<file path="config.mk">
export PLATFORM = sky130hd
export DESIGN_NAME = scc_ram
export DESIGN_NICKNAME = d
export VERILOG_FILES = /design/src/sv/scc_ram.sv
export SDC_FILE = /design/constraint.sdc
export NUM_CORES = 1
export LEC_CHECK = 0
export ABC_CLOCK_PERIOD_IN_PS = 2200
export BUFFER_PORTS_ARGS = -buffer_cell sky130_fd_sc_hd__buf_2
export CORE_UTILIZATION = 30
export DETAILED_ROUTE_END_ITERATION = 10
export PLACE_DENSITY_LB_ADDON = 0.3
export SYNTH_ARGS = -nofsm -noshare
export SYNTH_HDL_FRONTEND = slang
export SYNTH_SLANG_ARGS = --single-unit
</file>
<file path="constraint.sdc">
create_clock -name aclk -period 2.2 [get_ports aclk]
set_clock_uncertainty 0.05 [all_clocks]
set_input_delay 0.22 -clock aclk [delete_from_list [all_inputs] [get_ports aclk]]
set_output_delay 0.22 -clock aclk [all_outputs]
set_load 0.02 [all_outputs]
</file>
<file path="src/sv/scc_ram.sv">
// Generic single-write, single-read RAM with a registered read port.
module scc_ram #(
    parameter int WIDTH = 8,
    parameter int DEPTH = 16
) (
    input  logic                                        aclk,
    input  logic                                        we,
    input  logic [((DEPTH > 1) ? $clog2(DEPTH) : 1)-1:0] waddr,
    input  logic [WIDTH-1:0]                            wdata,
    input  logic [((DEPTH > 1) ? $clog2(DEPTH) : 1)-1:0] raddr,
    output logic [WIDTH-1:0]                            rdata
);

    logic [WIDTH-1:0] mem [DEPTH];

    always_ff @(posedge aclk) begin
        if (we) begin
            mem[waddr] <= wdata;
        end
        rdata <= mem[raddr];
    end

endmodule
</file>
# Word-level counts from Yosys, hierarchy flattened
# Memories as Yosys holds them, arrays and structs flattened. A register that Yosys moved wholly into a read port is not among the register bits.
# Cells that the tools add are included.
[word_totals]
output_inout_bits = 8
wordCells = 3
inputBits = 18
mem_bits_ro = 0
ff_bits = 0
latchBits = 0
n_memories = 1
ramBits = 128
[mem_list]
columns = ["name", "words", "word_bits", "read_ports", "rd_clocked_by_memory_dff", "write_ports", "line", "rtl"]
rows = [
  ["mem", 16, 8, 1, 1, 1, "14", "logic [WIDTH-1:0] mem [DEPTH];"],
]
[op_classes]
n_mul = 0
n_reduce_logical = 0
bitwise = 0
shift = 0
n_div = 0
muxes = 2
n_addsub = 0
order_cmp = 0
n_eq_ne = 0
[ops]
columns = ["cell", "n"]
rows = [
  ["$mux 1", 2],
]

# Longest topological paths before layout
[logic_depth]
ltp_word = 2
depth_mapped = 5
ltp_nobuf = 3

# Least setup slack after synthesis
# No wires, ideal clock.
[synth_path]
kind = "input to register"
from = "input port waddr[2] (netlist bit)"
to = "memory mem[0][0] (enable)"
slack_ps = 437
n_path_buf = 0
path_stages = 2
setup_time_ps = 383
t_arrival_ps = 1330
cell_sequence = "or3b_2 > nor3_1"
[synth_lines]
columns = ["element", "line", "rtl"]
rows = [
  ["start: declaration", "8", "input logic [((DEPTH > 1) ? $clog2(DEPTH) : 1)-1:0] waddr,"],
  ["end: declaration", "14", ""],
]
# Straight into the memory's write port.

==> reports/metrics.csv <==
metric,value,unit
setup_viol,0,
rows,47,
finalHoldViolations,0,
core,16600,µm²
layout-drive-gt1-share,32.3,%
postCtsHoldBufs,0,
critPathCaptureType,flop,
clock_power_share,46.8,%
r2r-end,rdata[2],
irDropWorstVdd,0.615,mV
cap_violations,0,
start_util,30.9,%
worstReg2RegStart,mem[5][2],
cts_sinks,136,
vias_per_cell,4.66,
gp_congestion,0.698,
gr-total-overflow,0,
place_hpwl,6.40,mm
fmax,723,MHz
die_area,17700,µm²
clk_pin_slew_worst_paths,60,ps
grt_pass1_vias,2478,
ys_ff_latch,136,
holdPathEnd,mem[2][5],
synth_cell_type_count,19,
p_leak,2.10,nW
placed_area,5660,µm²
h-tree-depth,4,
finalNetCount,302,
min_from,wdata[5],
period_needed,1380,ps
root_buffer,clkbuf_16,
status,"finished, final reports clean",
synth_area_leader_cell,edfxtp_1,
rsz0062_at_grt,no,
crit_path_start_kind,flop,
cts_resized,0,
syn-num-nets,247,
avgSynthCellArea,22.5,µm²
track_usage,12.7,%
worstMarginPinSlew,438,ps
finalSetupTns,0,ps
grt_max_degree,33,
p_sw_share,20.3,%
critPathArrivalTime,1640,ps
ant_nets,0,
p_total,6.03,mW
ff2ff_path_depth,3,
areaGrowthSynthToFinish,21.7,%
power.density,963,nW/µm²
relSlewSlack,70.8,%
yosysWarnings,0,
drt_wl_total,10.2,mm
netlist.area_leader.share,74.7,%
ioPinCount,26,
clock_latency,420,ps
grt_first_pass_wirelength,15.3,mm
hp-class,in -> reg,
die_y,133,µm
first_pass_iters,4,
crit_required,2450,ps
drt-initial-drc-count,156,
fin_hold_ws,128,ps
fillerInstances,1506,
cts_tree,yes,
drc,0,
synth-main-ff-cell,edfxtp_1,
synth_edf_count,128,
power_frac_seq,48.4,%
ff2ff_setup_slack,820,ps
cts.path.max_buffers,2,
antenna_found_initial,2,
wire_per_inst,19.6,µm
die_w,133,µm
synth_area_leaders,"edfxtp_1 (75%), mux4_2 (7.9%), mux4_1 (7.1%)",
min_delay_path_depth,1,
crit_path_max_fanout,1,
synthCells,229,
syn_area,5150,µm²
p_int,4.81,mW
async_flop_share,0,%
finalWorstSetupSlack,818,ps
numPortBuffers,25,
seq_area_frac_synth,77.8,%
post_cts_buffers,0,
vias,2419,
final_area,6260,µm²
final_min_period_over_clock_period,62.8,%
crit_type,reg -> reg,
share_comb_of_total_power,4.8,%
p_switching,1.22,mW
dpl_worst_slack,373,ps
final-max-slew-violation-count,0,
cts_buffers,17,
==> per-layer routing <==
metal	track usage [%]	up-vias	part of all wire, %
met5	0	-	0
met4	6.32	0	1.9
met3	4.52	18	6.6
met2	18.3	72	45
met1	16.8	1242	46
li1	-	1087	-
==> flip-flops by register name (all words and copies together) (netlist names) <==
name and count:
rdata 8, mem 128
==> worst max-delay path, stage by stage (launching register included) <==
cell	delay, ps
edfxtp_1	360
mux4_1	540
a22oi_1	240
nand2_1	80
==> kinds of logic after synthesis <==
group                  Yosys count  synth area share, %
AOI/OAI and AO/OA               16                 2.33
DFF                            136                 77.8
and+or+nand+nor                 35                 3.18
buffers and inverters           10                 1.68
muxes                           32                 15.0
==> synthesized netlist by cell type, drive strengths merged (2+ instances only) <==
library cell and count:
edfxtp 128, mux4 32, a22oi 16, nor2 13, nand2 9, dfxtp 8
buf 7, nor3 4, clkdlybuf4s25 3, nand2b 2, nand3b 2
==> worst max path at each step <==
stage | startpoint | endpoint | slack (ps) | depth (start not counted)
6_report | mem[5][2] | rdata[2] | 820 | 3
3_5_place_dp | raddr[0] | rdata[2] | 370 | 5
5_1_grt | mem[9][4] | rdata[4] | 720 | 3
4_1_cts | mem[9][4] | rdata[4] | 760 | 3
3_3_place_gp | raddr[0] | rdata[2] | 370 | 5
2_1_floorplan | waddr[2] | mem[0][0] | 440 | 2
==> power by group through the flow <==
stage / registers (mW) / clock network, mW / logic, mW
3_5_place_dp: 2.97 / 0 / 0.295
4_1_cts: 2.92 / 2.87 / 0.295
6_report: 2.92 / 2.82 / 0.287
2_1_floorplan: 2.98 / 0 / 0.147
3_3_place_gp: 2.97 / 0 / 0.289
5_1_grt: 2.92 / 2.98 / 0.315
==> cell usage in the layout (no fill, tap or decap), drive strengths merged <==
master / count
a22oi: 16
inv: 1
or3b: 1
clkbuf: 22
nor2: 13
nor2b: 1
nand2b: 2
mux4: 32
and2: 1
nand3: 1
dfxtp: 8
clkinvlp: 4
and2b: 1
nand2: 9
nand3b: 2
diode: 2
clkinv: 3
nor3: 4
bufinv: 2
buf: 46
edfxtp: 128
==> final cells by class <==
class	count	area (µm²)	share of cell area, %
Timing Repair Buffer	46	320	5.11
Clock buffer	22	484	7.73
Antenna cell	2	5.00	0.0799
Sequential cell	136	4000	63.9
Tap cell	220	275	4.39
Clock inverter	10	118	1.88
Multi-Input combinational cell	83	1060	16.9
==> per-stage QoR <==
stage                     utilization, %  instances
after floorplan                        -        229
after global placement              34.0        485
after detailed placement            34.0        485
after CTS                           37.6        517
after global routing                37.6        517
final                               37.6        519
(Power assumes the default switching activity.)
